## src/rrsa_pkg.sv

```systemverilog
// ----------------------------------------------------------------------------
// rrsa_pkg: shared types and constants for the round-robin slot allocator
// Word layouts, opcodes, register map and controller/datapath handshakes.
// ----------------------------------------------------------------------------
`default_nettype none

package rrsa_pkg;

  localparam int unsigned SLOT_W  = 6;   // slot index field
  localparam int unsigned CNT_W   = 7;   // slot count register
  localparam int unsigned SHIFT_W = 5;   // page shift register
  localparam int unsigned GEN_W   = 32;  // generation counter
  localparam int unsigned SIZE_W  = 32;  // requested size
  localparam int unsigned RSIZE_W = 33;  // page-rounded size
  localparam int unsigned ADDR_W  = 3;
  localparam int unsigned DATA_W  = 32;

  localparam logic [CNT_W-1:0]   SLOT_COUNT_RST = 7'd16;
  localparam logic [SHIFT_W-1:0] PAGE_SHIFT_RST = 5'd12;  // 4096-byte pages
  localparam logic [GEN_W-1:0]   GEN_RST        = 32'd1;

  typedef enum logic [1:0] {
    OP_ACQUIRE = 2'd0,
    OP_RELEASE = 2'd1,
    OP_RETIRE  = 2'd2,
    OP_NOP     = 2'd3
  } op_e;

  // register select is byte address bit 2
  typedef enum logic {
    REG_SLOT_COUNT = 1'b0,
    REG_PAGE_SHIFT = 1'b1
  } reg_e;

  typedef enum logic [1:0] {
    ST_IDLE = 2'd0,
    ST_EXEC = 2'd1,
    ST_NORM = 2'd2
  } state_e;

  typedef struct packed {
    op_e                opcode;
    logic [SLOT_W-1:0]  slot_index;
    logic [SIZE_W-1:0]  new_size;
  } in_word_t;

  typedef struct packed {
    logic [SLOT_W-1:0]  granted_index;
    logic               grant_ok;
    logic [GEN_W-1:0]   generation;
    logic [RSIZE_W-1:0] current_size;
  } out_word_t;

  typedef struct packed {
    logic accept;      // latch word and search masks
    logic commit;      // apply update, load output word
    logic norm_start;  // begin head modulo pool size
    logic norm_step;   // one remainder bit
    logic norm_last;   // final remainder bit, load start
  } ctrl_cmd_t;

  typedef struct packed {
    logic out_free;    // output register can take a word
    logic norm_req;    // pool size changed, start needs recompute
    logic cfg_busy;    // register write in progress
  } dp_stat_t;

endpackage

`default_nettype wire

```

## src/rrsa_ctrl.sv

```systemverilog
// ----------------------------------------------------------------------------
// rrsa_ctrl: sequencer for the slot allocator
// Accepts one word at a time and steps the head normalization.
// ----------------------------------------------------------------------------
`default_nettype none

module rrsa_ctrl #(
  parameter int unsigned IW = 6
) (
  input  wire logic               clk_i,
  input  wire logic               rst_ni,
  input  wire logic               in_valid_i,
  output logic                    in_ready_o,
  input  wire rrsa_pkg::dp_stat_t stat_i,
  output rrsa_pkg::ctrl_cmd_t     cmd_o
);

  localparam int unsigned CW = (IW > 1) ? $clog2(IW) : 1;

  rrsa_pkg::state_e state_q, state_d;
  logic [CW-1:0]    cnt_q, cnt_d;

  always_ff @(posedge clk_i or negedge rst_ni) begin
    if (!rst_ni) begin
      state_q <= rrsa_pkg::ST_IDLE;
      cnt_q   <= '0;
    end else begin
      state_q <= state_d;
      cnt_q   <= cnt_d;
    end
  end

  always_comb begin
    state_d    = state_q;
    cnt_d      = cnt_q;
    cmd_o      = '0;
    in_ready_o = 1'b0;
    case (state_q)
      rrsa_pkg::ST_IDLE: begin
        if (stat_i.norm_req) begin
          cmd_o.norm_start = 1'b1;
          cnt_d            = '0;
          state_d          = rrsa_pkg::ST_NORM;
        end else begin
          in_ready_o = !stat_i.cfg_busy;
          if (in_valid_i && !stat_i.cfg_busy) begin
            cmd_o.accept = 1'b1;
            state_d      = rrsa_pkg::ST_EXEC;
          end
        end
      end
      rrsa_pkg::ST_EXEC: begin
        if (stat_i.out_free) begin
          cmd_o.commit = 1'b1;
          state_d      = rrsa_pkg::ST_IDLE;
        end
      end
      rrsa_pkg::ST_NORM: begin
        cmd_o.norm_step = 1'b1;
        if (cnt_q == CW'(IW - 1)) begin
          cmd_o.norm_last = 1'b1;
          state_d         = rrsa_pkg::ST_IDLE;
        end else begin
          cnt_d = cnt_q + CW'(1);
        end
      end
      default: begin
        state_d = rrsa_pkg::ST_IDLE;
      end
    endcase
  end

endmodule

`default_nettype wire

```

## src/rrsa_dp.sv

```systemverilog
// ----------------------------------------------------------------------------
// rrsa_dp: allocator datapath
// Busy map, head/start pointers, generation, size, config regs, output reg.
// ----------------------------------------------------------------------------
`default_nettype none

module rrsa_dp #(
  parameter int unsigned MAX_SLOTS = 64,
  parameter int unsigned IW        = 6
) (
  input  wire logic                          clk_i,
  input  wire logic                          rst_ni,
  input  wire rrsa_pkg::ctrl_cmd_t           cmd_i,
  output rrsa_pkg::dp_stat_t                 stat_o,
  input  wire rrsa_pkg::in_word_t            in_word_i,
  output logic                               out_valid_o,
  input  wire logic                          out_ready_i,
  output rrsa_pkg::out_word_t                out_word_o,
  input  wire logic                          psel_i,
  input  wire logic                          penable_i,
  input  wire logic                          pwrite_i,
  input  wire logic [rrsa_pkg::ADDR_W-1:0]   paddr_i,
  input  wire logic [rrsa_pkg::DATA_W-1:0]   pwdata_i,
  output logic [rrsa_pkg::DATA_W-1:0]        prdata_o
);

  localparam int unsigned CNT_W   = rrsa_pkg::CNT_W;
  localparam int unsigned RSIZE_W = rrsa_pkg::RSIZE_W;
  localparam logic [CNT_W-1:0] MAX_N = CNT_W'(MAX_SLOTS);

  // config
  logic [CNT_W-1:0]             slot_count_q;
  logic [rrsa_pkg::SHIFT_W-1:0] page_shift_q;
  logic                         norm_req_q;
  logic                         cfg_wr;
  rrsa_pkg::reg_e               reg_sel;

  // allocator state
  logic [MAX_SLOTS-1:0]         busy_q;
  logic [IW-1:0]                head_q;
  logic [IW-1:0]                start_q;   // head modulo pool size
  logic [rrsa_pkg::GEN_W-1:0]   gen_q;
  logic [RSIZE_W-1:0]           size_q;

  // latched word and search masks
  rrsa_pkg::in_word_t           word_q;
  logic [MAX_SLOTS-1:0]         hi_q;      // free slots at or past start
  logic [MAX_SLOTS-1:0]         lo_q;      // all free slots in pool

  // head normalization
  logic [CNT_W-1:0]             rem_q;
  logic [IW-1:0]                sh_q;
  logic [CNT_W-1:0]             rem_t;
  logic [CNT_W-1:0]             rem_n;

  // output register
  logic                         out_valid_q;
  rrsa_pkg::out_word_t          out_q;

  logic [CNT_W-1:0]             n_eff;
  logic [MAX_SLOTS-1:0]         in_pool;
  logic [MAX_SLOTS-1:0]         ge_start;
  logic [MAX_SLOTS-1:0]         sel;
  logic                         found;
  logic [IW-1:0]                idx;
  logic [IW-1:0]                head_next;
  logic [RSIZE_W-1:0]           page_mask;
  logic [RSIZE_W-1:0]           rounded;
  logic                         rel_hit;
  rrsa_pkg::out_word_t          res;

  assign cfg_wr  = psel_i && penable_i && pwrite_i;
  assign reg_sel = rrsa_pkg::reg_e'(paddr_i[2]);
  assign n_eff   = (slot_count_q > MAX_N) ? MAX_N : slot_count_q;

  always_comb begin
    case (reg_sel)
      rrsa_pkg::REG_SLOT_COUNT: prdata_o = rrsa_pkg::DATA_W'(slot_count_q);
      rrsa_pkg::REG_PAGE_SHIFT: prdata_o = rrsa_pkg::DATA_W'(page_shift_q);
      default:                  prdata_o = '0;
    endcase
  end

  for (genvar i = 0; i < MAX_SLOTS; i++) begin : g_mask
    assign in_pool[i]  = CNT_W'(i) < n_eff;
    assign ge_start[i] = IW'(i) >= start_q;
  end

  // rotating pick: lowest free at or past start, else lowest free overall
  always_comb begin
    sel   = (|hi_q) ? hi_q : lo_q;
    found = |lo_q;
    idx   = '0;
    for (int i = MAX_SLOTS - 1; i >= 0; i--) begin
      if (sel[i]) begin
        idx = IW'(i);
      end
    end
  end

  assign head_next = ((CNT_W'(idx) + CNT_W'(1)) == n_eff) ? '0 : idx + IW'(1);

  assign page_mask = (RSIZE_W'(1) << page_shift_q) - RSIZE_W'(1);
  assign rounded   = (RSIZE_W'(word_q.new_size) + page_mask) & ~page_mask;

  assign rel_hit = {1'b0, word_q.slot_index} < n_eff;

  // one restoring-remainder bit per step
  always_comb begin
    rem_t = {rem_q[CNT_W-2:0], sh_q[IW-1]};
    rem_n = (rem_t >= n_eff) ? rem_t - n_eff : rem_t;
  end

  always_comb begin
    res               = '0;
    res.generation    = gen_q;
    res.current_size  = size_q;
    case (word_q.opcode)
      rrsa_pkg::OP_ACQUIRE: begin
        res.grant_ok      = found;
        res.granted_index = found ? rrsa_pkg::SLOT_W'(idx) : '0;
      end
      rrsa_pkg::OP_RETIRE: begin
        res.generation   = gen_q + rrsa_pkg::GEN_W'(1);
        res.current_size = rounded;
      end
      default: begin
      end
    endcase
  end

  always_ff @(posedge clk_i or negedge rst_ni) begin
    if (!rst_ni) begin
      slot_count_q <= rrsa_pkg::SLOT_COUNT_RST;
      page_shift_q <= rrsa_pkg::PAGE_SHIFT_RST;
      norm_req_q   <= 1'b0;
      busy_q       <= '0;
      head_q       <= '0;
      start_q      <= '0;
      gen_q        <= rrsa_pkg::GEN_RST;
      size_q       <= '0;
      out_valid_q  <= 1'b0;
    end else begin
      if (cfg_wr) begin
        case (reg_sel)
          rrsa_pkg::REG_SLOT_COUNT: begin
            slot_count_q <= pwdata_i[CNT_W-1:0];
            norm_req_q   <= 1'b1;
          end
          rrsa_pkg::REG_PAGE_SHIFT: page_shift_q <= pwdata_i[rrsa_pkg::SHIFT_W-1:0];
          default: begin
          end
        endcase
      end else if (cmd_i.norm_start) begin
        norm_req_q <= 1'b0;
      end

      if (cmd_i.norm_last) begin
        start_q <= rem_n[IW-1:0];
      end

      if (cmd_i.commit) begin
        case (word_q.opcode)
          rrsa_pkg::OP_ACQUIRE: begin
            if (found) begin
              busy_q[idx] <= 1'b1;
              head_q      <= head_next;
              start_q     <= head_next;
            end
          end
          rrsa_pkg::OP_RELEASE: begin
            if (rel_hit) begin
              busy_q[word_q.slot_index[IW-1:0]] <= 1'b0;
            end
          end
          rrsa_pkg::OP_RETIRE: begin
            busy_q  <= '0;
            head_q  <= '0;
            start_q <= '0;
            gen_q   <= res.generation;
            size_q  <= rounded;
          end
          default: begin
          end
        endcase
      end

      if (cmd_i.commit) begin
        out_valid_q <= 1'b1;
      end else if (out_ready_i) begin
        out_valid_q <= 1'b0;
      end
    end
  end

  // payload registers
  always_ff @(posedge clk_i) begin
    if (cmd_i.accept) begin
      word_q <= in_word_i;
      hi_q   <= ~busy_q & in_pool & ge_start;
      lo_q   <= ~busy_q & in_pool;
    end
    if (cmd_i.norm_start) begin
      rem_q <= '0;
      sh_q  <= head_q;
    end else if (cmd_i.norm_step) begin
      rem_q <= rem_n;
      sh_q  <= sh_q << 1;
    end
    if (cmd_i.commit) begin
      out_q <= res;
    end
  end

  assign out_valid_o     = out_valid_q;
  assign out_word_o      = out_q;
  assign stat_o.out_free = !out_valid_q || out_ready_i;
  assign stat_o.norm_req = norm_req_q;
  assign stat_o.cfg_busy = cfg_wr;

endmodule

`default_nettype wire

```

## src/round_robin_slot_allocator_unit.sv

```systemverilog
// ----------------------------------------------------------------------------
// round_robin_slot_allocator_unit: round-robin buffer slot allocator
// Busy bitmap with rotating head; acquire, release and retire commands,
// generation counter and page-rounded buffer size.
// ----------------------------------------------------------------------------
//
//   port group | dir | handshake              | word
//   -----------+-----+------------------------+--------------------------------
//   in_*       | in  | in_valid_i/in_ready_o  | opcode, slot_index, new_size
//   out_*      | out | out_valid_o/out_ready_i| granted_index, grant_ok,
//              |     |                        | generation, current_size
//   APB        | in  | psel/penable/pready    | 0x0 slot_count, 0x4 page_shift
//
// Per word: the accept edge latches the search masks; the commit, which waits
//   for a free output register, goes through the 64-wide rotating priority
//   pick. One word in flight at a time. After a slot_count write the head is
//   reduced modulo the pool size by a bit-serial remainder: a load step, then
//   one bit per cycle, with in_ready_o low from the write's access cycle on.
// Reset: all slots free, head 0, generation 1, size 0, slot_count 16,
//   page_shift 12.
// Stalls: the result sits in an output register; the next word is taken
//   while it waits, and commit holds until the output register frees.
// ----------------------------------------------------------------------------
`default_nettype none

module round_robin_slot_allocator_unit #(
  parameter int unsigned MAX_SLOTS = 64
) (
  input  wire logic                          clk_i,
  input  wire logic                          rst_ni,
  // input words
  input  wire logic                          in_valid_i,
  output logic                               in_ready_o,
  input  wire rrsa_pkg::in_word_t            in_word_i,
  // result words
  output logic                               out_valid_o,
  input  wire logic                          out_ready_i,
  output rrsa_pkg::out_word_t                out_word_o,
  // config port
  input  wire logic                          psel,
  input  wire logic                          penable,
  input  wire logic                          pwrite,
  input  wire logic [rrsa_pkg::ADDR_W-1:0]   paddr,
  input  wire logic [rrsa_pkg::DATA_W-1:0]   pwdata,
  output logic [rrsa_pkg::DATA_W-1:0]        prdata,
  output logic                               pready
);

  // slot index width inside the pool
  localparam int unsigned IW = (MAX_SLOTS > 1) ? $clog2(MAX_SLOTS) : 1;

  rrsa_pkg::ctrl_cmd_t cmd;
  rrsa_pkg::dp_stat_t  stat;

  assign pready = 1'b1;

  rrsa_ctrl #(
    .IW (IW)
  ) u_ctrl (
    .clk_i      (clk_i),
    .rst_ni     (rst_ni),
    .in_valid_i (in_valid_i),
    .in_ready_o (in_ready_o),
    .stat_i     (stat),
    .cmd_o      (cmd)
  );

  rrsa_dp #(
    .MAX_SLOTS (MAX_SLOTS),
    .IW        (IW)
  ) u_dp (
    .clk_i       (clk_i),
    .rst_ni      (rst_ni),
    .cmd_i       (cmd),
    .stat_o      (stat),
    .in_word_i   (in_word_i),
    .out_valid_o (out_valid_o),
    .out_ready_i (out_ready_i),
    .out_word_o  (out_word_o),
    .psel_i      (psel),
    .penable_i   (penable),
    .pwrite_i    (pwrite),
    .paddr_i     (paddr),
    .pwdata_i    (pwdata),
    .prdata_o    (prdata)
  );

  // one word at a time: no accept right after an accept
  a_one_in_flight: assert property (@(posedge clk_i) disable iff (!rst_ni)
    in_valid_i && in_ready_o |=> !in_ready_o)
    else $error("accepted a word while another was in flight");

  // commit never overwrites a result still waiting
  a_commit_free: assert property (@(posedge clk_i) disable iff (!rst_ni)
    cmd.commit |-> stat.out_free)
    else $error("commit while output register held");

  // a failed or non-acquire result carries index zero
  a_no_grant_zero: assert property (@(posedge clk_i) disable iff (!rst_ni)
    out_valid_o && !out_word_o.grant_ok |-> out_word_o.granted_index == '0)
    else $error("nonzero index without grant");

  // a commit always produces a result on the next cycle
  a_commit_out: assert property (@(posedge clk_i) disable iff (!rst_ni)
    cmd.commit |=> out_valid_o)
    else $error("commit did not load output");

endmodule

`default_nettype wire

```

## config.mk

```make
export PLATFORM = sky130hd
export DESIGN_NAME = round_robin_slot_allocator_unit
export DESIGN_NICKNAME = d
export VERILOG_FILES = /design/src/rrsa_pkg.sv /design/src/rrsa_ctrl.sv /design/src/rrsa_dp.sv /design/src/round_robin_slot_allocator_unit.sv
export SDC_FILE = /design/constraint.sdc
export NUM_CORES = 1
export LEC_CHECK = 0
export ABC_AREA = 0
export BUFFER_PORTS_ARGS = -buffer_cell sky130_fd_sc_hd__buf_4
export CORE_AREA = 3 3 229 231
export CTS_CLUSTER_DIAMETER = 60
export DETAILED_ROUTE_END_ITERATION = 12
export DIE_AREA = 0 0 232 234
export PLACE_DENSITY = 0.69
export SYNTH_ARGS = -nofsm -noshare
export SYNTH_HDL_FRONTEND = slang
export SYNTH_SLANG_ARGS = --single-unit
```

## constraint.sdc

```tcl
create_clock -name clk_i -period 11.9 [get_ports clk_i]
set_clock_uncertainty 0.15 [all_clocks]
set_input_delay 1.19 -clock clk_i [delete_from_list [all_inputs] [get_ports clk_i]]
set_output_delay 1.19 -clock clk_i [all_outputs]
set_load 0.05 [all_outputs]
```

Word level (Yosys, flattened, before mapping)
Index checks and enable logic that the tools add are counted.

cells by class
  add/subtract/negate cells = 7
  $lt $le $gt $ge = 135
  equality and inequality tests = 14
  shifts and indexed selects = 1
  multiplexer cells = 109
  bitwise logic cells = 9
  reductions and logical operators = 27

operators by type and width
  cell                   number
  $mux 6                 72
  $lt 6x7->1 const A     32
  $and 64x64->64         3
  $ge 6x6->1 const A     32
  $mux 64                3
  $pmux 64 s3            1
  $not 64->64            2
  $reduce_or 64->1       2
  $lt 5x7->1 const A     16
  $ge 5x6->1 const A     16
  $mux 65                1
  $or 64x64->64          1
  $pmux 32 s2            1
  $lt 4x7->1 const A     8
  $ge 4x6->1 const A     8
  $add 32x33->33         1
  $and 33x33->33         1
  $not 33->33            1
  $shl 1x5->33 const A   1
  $sub 33x2->33 const B  1
  $add 32x1->32 const B  1
  $lt 3x7->1 const A     4
  $ge 3x6->1 const A     4
  $pmux 6 s2             2
  other kinds (37)       88

storage, ports and cells
  bits in registers = 412
  input port bits = 82
  output and inout bits = 107
  word-level logic and storage cells = 324

Longest topological paths before layout
  depth in word-level cells = 73
  mapped depth = 25
  mapped depth without buffers = 23

Modules after synthesis
From an unflattened synthesis, not the netlist that was laid out.

unflattened totals
  cells, all modules = 2,194
  area, all modules = 22,207.5 µm²

modules (own cells, without submodules)
  module                           instances  cells an instance  area an instance (µm²)
  rrsa_dp                          1          2,164              21,899.8
  rrsa_ctrl                        1          28                 296.5
  round_robin_slot_allocator_unit  1          2                  11.3

Least setup slack after synthesis
No wires, ideal clock.

  kind = input-to-reg
  from = input port pwrite
  to = register u_dp.hi_q[0] (enable)
  library setup time = 0.544 ns
  data arrival time = 6.961 ns
  data required time = 11.206 ns
  path slack = 4.245 ns
  cell stages on the path = 4
  path buffers = 1
  cell sequence = and3_1 clkbuf_1 nor4_1 and2_1

RTL lines
  element               line                                   source
  from (decl)           round_robin_slot_allocator_unit.sv:42  input wire logic pwrite,
  to (signal assigned)  rrsa_dp.sv:200                         hi_q <= ~busy_q & in_pool & ge_start;
  to (decl)             rrsa_dp.sv:47                          logic [MAX_SLOTS-1:0] hi_q;

==> results_tabular.tex <==
\begin{tabular}{lr}
\hline
Metric & Value \\
\hline
\multicolumn{2}{l}{\textbf{Logic synthesis}} \\
\quad EDFF count, synth & 245 \\
\quad Mean instance size in the synthesized netlist & around 9.9 sq um \\
\quad Compound-gate portion of the synthesized area & between 20\% and 30\% \\
\quad Combined area of all synthesized cells & 22250 sq um \\
\quad Asr flop ratio synth & 38.93\% \\
\quad Post-synthesis sequential area ratio & about 52\% \\
\quad Adder-Cell Fraction of Synth Area & about 3.1\% \\
\quad Post-synthesis share of cell area spent on and, or, nand and nor gates & approximately 16\% \\
\quad Syn Inst Count & around 2200 \\
\quad Post-synthesis sequential element count & 411 \\
\quad Number of different library cells in the post-synthesis netlist & just over 80 \\
\quad Multiplexer fraction of the synthesized cell area & approximately 1.6\% \\
\quad Largest family of logic cells by synthesized area & compound AO/OA/AOI/OAI gates \\
\quad Count of yosys warnings during synthesis & 0 \\
\quad Share of the synthesized netlist area taken by xor and xnor gates & 3.874\% \\
\quad Top flip-flop cell by instance count after synthesis & edfxtp\_1 \\
\multicolumn{2}{l}{\textbf{Layout}} \\
\quad Share of cells above drive strength 1 & around 13\% \\
\quad Layout Cells excl Fill & 3044 \\
\quad Layout fillers & between 4000 and 5000 \\
\quad Signed area change from the synthesized netlist to the final layout & 13.47\% \\
\quad Final-stage net count & roughly 2500 \\
\quad Final standard cell utilization of the core & around half \\
\multicolumn{2}{l}{\textbf{Place}} \\
\quad Half-perimeter wire length after detailed placement & approximately 50000 um \\
\quad Port Buf Inserts & approximately 140 \\
\quad Placed Cells & between 2000 and 3000 \\
\quad Global placer's final weighted congestion & $\sim$1.0 \\
\multicolumn{2}{l}{\textbf{Critical path}} \\
\quad Crit path from & u\_dp.page\_shift\_q[4] \\
\quad Count of buffer and inverter cells on the critical path & 2 \\
\quad Kind of end point of the critical path & flip-flop \\
\quad Worst-path cell with the longest stage delay & dfrtp\_1 \\
\quad CP required & between 10 and 15 ns \\
\quad Launching point of the worst reg2reg path & u\_dp.page\_shift\_q[4] \\
\quad Worst stage delay on the critical path & 0.70 ns \\
\quad Top delay family on crit path & compound AO/OA/AOI/OAI gates \\
\quad Worst path arrival time & slightly above 7 ns \\
\quad Crit Path Category & flip-flop to flip-flop \\
\quad Worst-path fanout max & 26 \\
\quad Most repeated library cell on the critical path & nor2\_1 \\
\quad Critical path cell sequence & nor2\_1, inv\_1, nor2\_1, nand3b\_1, ha\_1, nor2\_1, a31oi\_1, o21ai\_0, ha\_1, inv\_1, nor2\_1, nor2\_1, a31oi\_1, a31oi\_1, o311ai\_0, a221oi\_1, a21oi\_1, or4\_1, a31oi\_1, xnor2\_1, mux2\_2 \\
\quad Nature of the critical path startpoint & flip-flop \\
\multicolumn{2}{l}{\textbf{CTS}} \\
\quad Clock root buffer & clkbuf\_16 \\
\quad Post-CTS Hold Buffers & 0 \\
\quad CTS sink cnt & approximately 410 \\
\quad Inserted Clock Buffers & between 40 and 50 \\
\quad CTS H-tree lvls & 2 \\
\quad Buffers inserted during post-CTS setup optimization & 0 \\
\quad TritonCTS clock tree & done \\
\quad Worst skew pair latency & 0.59 ns \\
\quad Clock input transition at the sequential cells of the worst setup and hold paths & approximately 0.060 ns \\
\quad Max Buffers Root-to-Sink & 3 \\
\quad Post\_cts resized & 0 \\
\multicolumn{2}{l}{\textbf{Global route}} \\
\quad Total congestion overflow & 0 \\
\quad Via count of the first global-routing pass & about 18000 \\
\quad Largest net degree at the start of global routing & 96 \\
\quad Wire length of the first global-routing pass & 106500 um \\
\quad Initial antenna violation count & 6 \\
\quad Total GRT Usage & around a quarter \\
\multicolumn{2}{l}{\textbf{Timing}} \\
\quad Headroom to the max-slew limit & 18.92\% \\
\quad Achievable frequency & about 140 MHz \\
\quad Minimum clock period after layout & 6.911 ns \\
\quad Final TNS setup & 0 ns \\
\quad Least-Margin Pin Slew & between 1 and 1.5 ns \\
\quad Tcrit/Tclk final & between 50\% and 60\% \\
\quad Final Slew Violations & 0 \\
\quad Number of setup violations in the final report & 0 \\
\quad RSZ-0062 raised after global routing & no \\
\quad Number of hold-slack violations in the final timing report & 0 \\
\multicolumn{2}{l}{\textbf{Power}} \\
\quad Power density relative to cell area & about 230 nW/um\^{}2 \\
\quad Leak pwr & between 9 and 10 nW \\
\quad Total power consumption of the routed design & slightly below 6 mW \\
\quad Worst vdd ir & 0.0001520 V \\
\multicolumn{2}{l}{\textbf{Detailed routing}} \\
\quad Detailed-route DRC error count & 0 \\
\quad Detailed Route WL & approximately 70000 um \\
\quad TritonRoute pass-1 iters & 9 \\
\quad Iteration-0 DRC Markers & around 2200 \\
\quad Routed wirelength normalized by instance count & 22.85 um \\
\quad Via Count & around 19000 \\
\quad Post-DRT Antenna Nets & 0 \\
\quad Via/cell ratio & slightly above 6 \\
\multicolumn{2}{l}{\textbf{Floorplanning}} \\
\quad I/O Pins & $\sim$190 \\
\quad Die height & around 230 um \\
\quad Core Box Area & between 50000 and 60000 sq um \\
\quad Placement row count & between 80 and 90 \\
\quad Initial cell density of the core & 44.26\% \\
\quad Full die area & $\sim$54000 sq um \\
\quad Die span in x & between 200 and 250 um \\
\multicolumn{2}{l}{\textbf{Min path}} \\
\quad Launch instance of the worst min-delay path & u\_dp.size\_q[23] \\
\quad Worst Hold Class & flip-flop to flip-flop \\
\multicolumn{2}{l}{\textbf{Flow run}} \\
\quad Number of max-cap violations & 0 \\
\multicolumn{2}{l}{\textbf{Run status}} \\
\quad Run status & completed \\
\hline
\end{tabular}
## layout by cell type (no fill, tap or decap), drive strengths merged, types with 16 or more instances in the layout
cell / n
a211oi: 45
a21o: 20
a21oi: 209
a31oi: 28
and2: 17
and3: 46
buf: 165
clkbuf: 65
conb: 27
dfrtp: 156
edfxtp: 245
ha: 52
inv: 58
mux2: 29
nand2: 217
nand2b: 30
nand3: 39
nor2: 180
nor2b: 16
nor3: 56
nor4: 43
o211ai: 16
o21a: 28
o21ai: 234
o31ai: 38
xnor2: 57
xor2: 38
## cells in the mapped netlist (all sizes together), types with 39 or more instances
cell type / n / share of area [%]
a211oi: 45 / 1.5
a21oi: 209 / 4.7
and3: 46 / 1.3
buf: 48 / 1.4
clkbuf: 97 / 1.6
dfrtp: 156 / 18
edfxtp: 245 / 33
ha: 52 / 2.9
inv: 52 / 0.88
nand2: 217 / 3.7
nand3: 39 / 0.88
nor2: 180 / 3.0
nor3: 56 / 1.3
nor4: 43 / 1.4
o21ai: 234 / 5.3
xnor2: 57 / 2.3
## path summary, 6_finish.rpt
check / end / slack (ns) / cells after the start
worst max-delay path: u_dp.out_word_o[31] / 4.99 / 21
worst min-delay path: u_dp.size_q[23] / 0.32 / 2
worst max register to register: u_dp.out_word_o[31] / 4.99 / 21
worst min register to register: u_dp.size_q[23] / 0.32 / 2
max in group asynchronous: u_dp.busy_q[20] / 9.53 / 2
min in group asynchronous: u_dp.busy_q[31] / 0.60 / 1
## report_power, final
part	leakage, nW	total [mW]	switching (mW)	internal, mW
clock network	0.717	1.39	0.589	0.796
logic	4.78	2.19	1.48	0.707
registers	4.40	2.33	0.338	2.00
## final cells by class
class	instances	area [sq um]	area share [%]
sequential	411	11490	45.50
multi-input combinational	1656	10020	39.67
clock buffer	65	1274	5.045
timing repair buffer	165	1242	4.921
tap	672	840.8	3.330
inverter	54	203.9	0.8078
clock inverter	19	178.9	0.7087
antenna	2	5.005	0.01982
## layer usage
layer  wire length, um  GRT usage (%)  part of all wire (%)
met1             26920          33.14                    39
met2             31330          39.61                    45
met3              7775          6.341                    11
met4              3471          12.08                   5.0
met5                54              0                 0.078
## worst reg2reg max path, cell delays in order (launching register included)
cell	delay, ns
dfrtp_1	0.70
nor2_1	0.61
inv_1	0.27
nor2_1	0.22
nand3b_1	0.11
ha_1	0.36
nor2_1	0.47
a31oi_1	0.15
o21ai_0	0.30
ha_1	0.31
inv_1	0.09
nor2_1	0.05
nor2_1	0.12
a31oi_1	0.19
a31oi_1	0.36
o311ai_0	0.29
a221oi_1	0.52
a21oi_1	0.26
or4_1	0.47
a31oi_1	0.27
xnor2_1	0.12
mux2_2	0.27
## per-stage QoR
step,area [sq um],hold WS [ns],setup slack [ns]
CTS,25240,0.3251,5.125
detailed placement,23790,0.3116,5.188
global route,25240,0.3386,4.442
floorplan,22340,0.2848,4.245
global placement,23790,0.3027,5.353
finish,25250,0.3206,4.989
## registers in the layout, indices dropped and copies added, names as in the netlist
register	count
u_dp.slot_count_q	7
u_dp.gen_q	32
u_dp.norm_req_q	1
u_dp.lo_q	64
u_dp.word_q	40
u_dp.start_q	6
u_dp.size_q	33
u_ctrl.cnt_q	3
u_dp.busy_q	64
u_dp.out_word_o	72
u_dp.page_shift_q	5
u_dp.out_valid_o	1
u_dp.rem_q	6
u_ctrl.state_q	2
u_dp.sh_q	6
u_dp.hi_q	63
u_dp.head_q	6
## logic make-up after synthesis
| group | after synthesis |
|---|---|
| AO/OA/AOI/OAI | 729 |
| AND/OR/NAND/NOR | 718 |
| flip-flops | 411 |
| buffers and inverters | 199 |
| XOR/XNOR | 96 |
| adder cells (fa/ha/maj) | 54 |
| multiplexers | 32 |
| other | 2 |
Note: power is estimated with default switching activity, not from simulation.
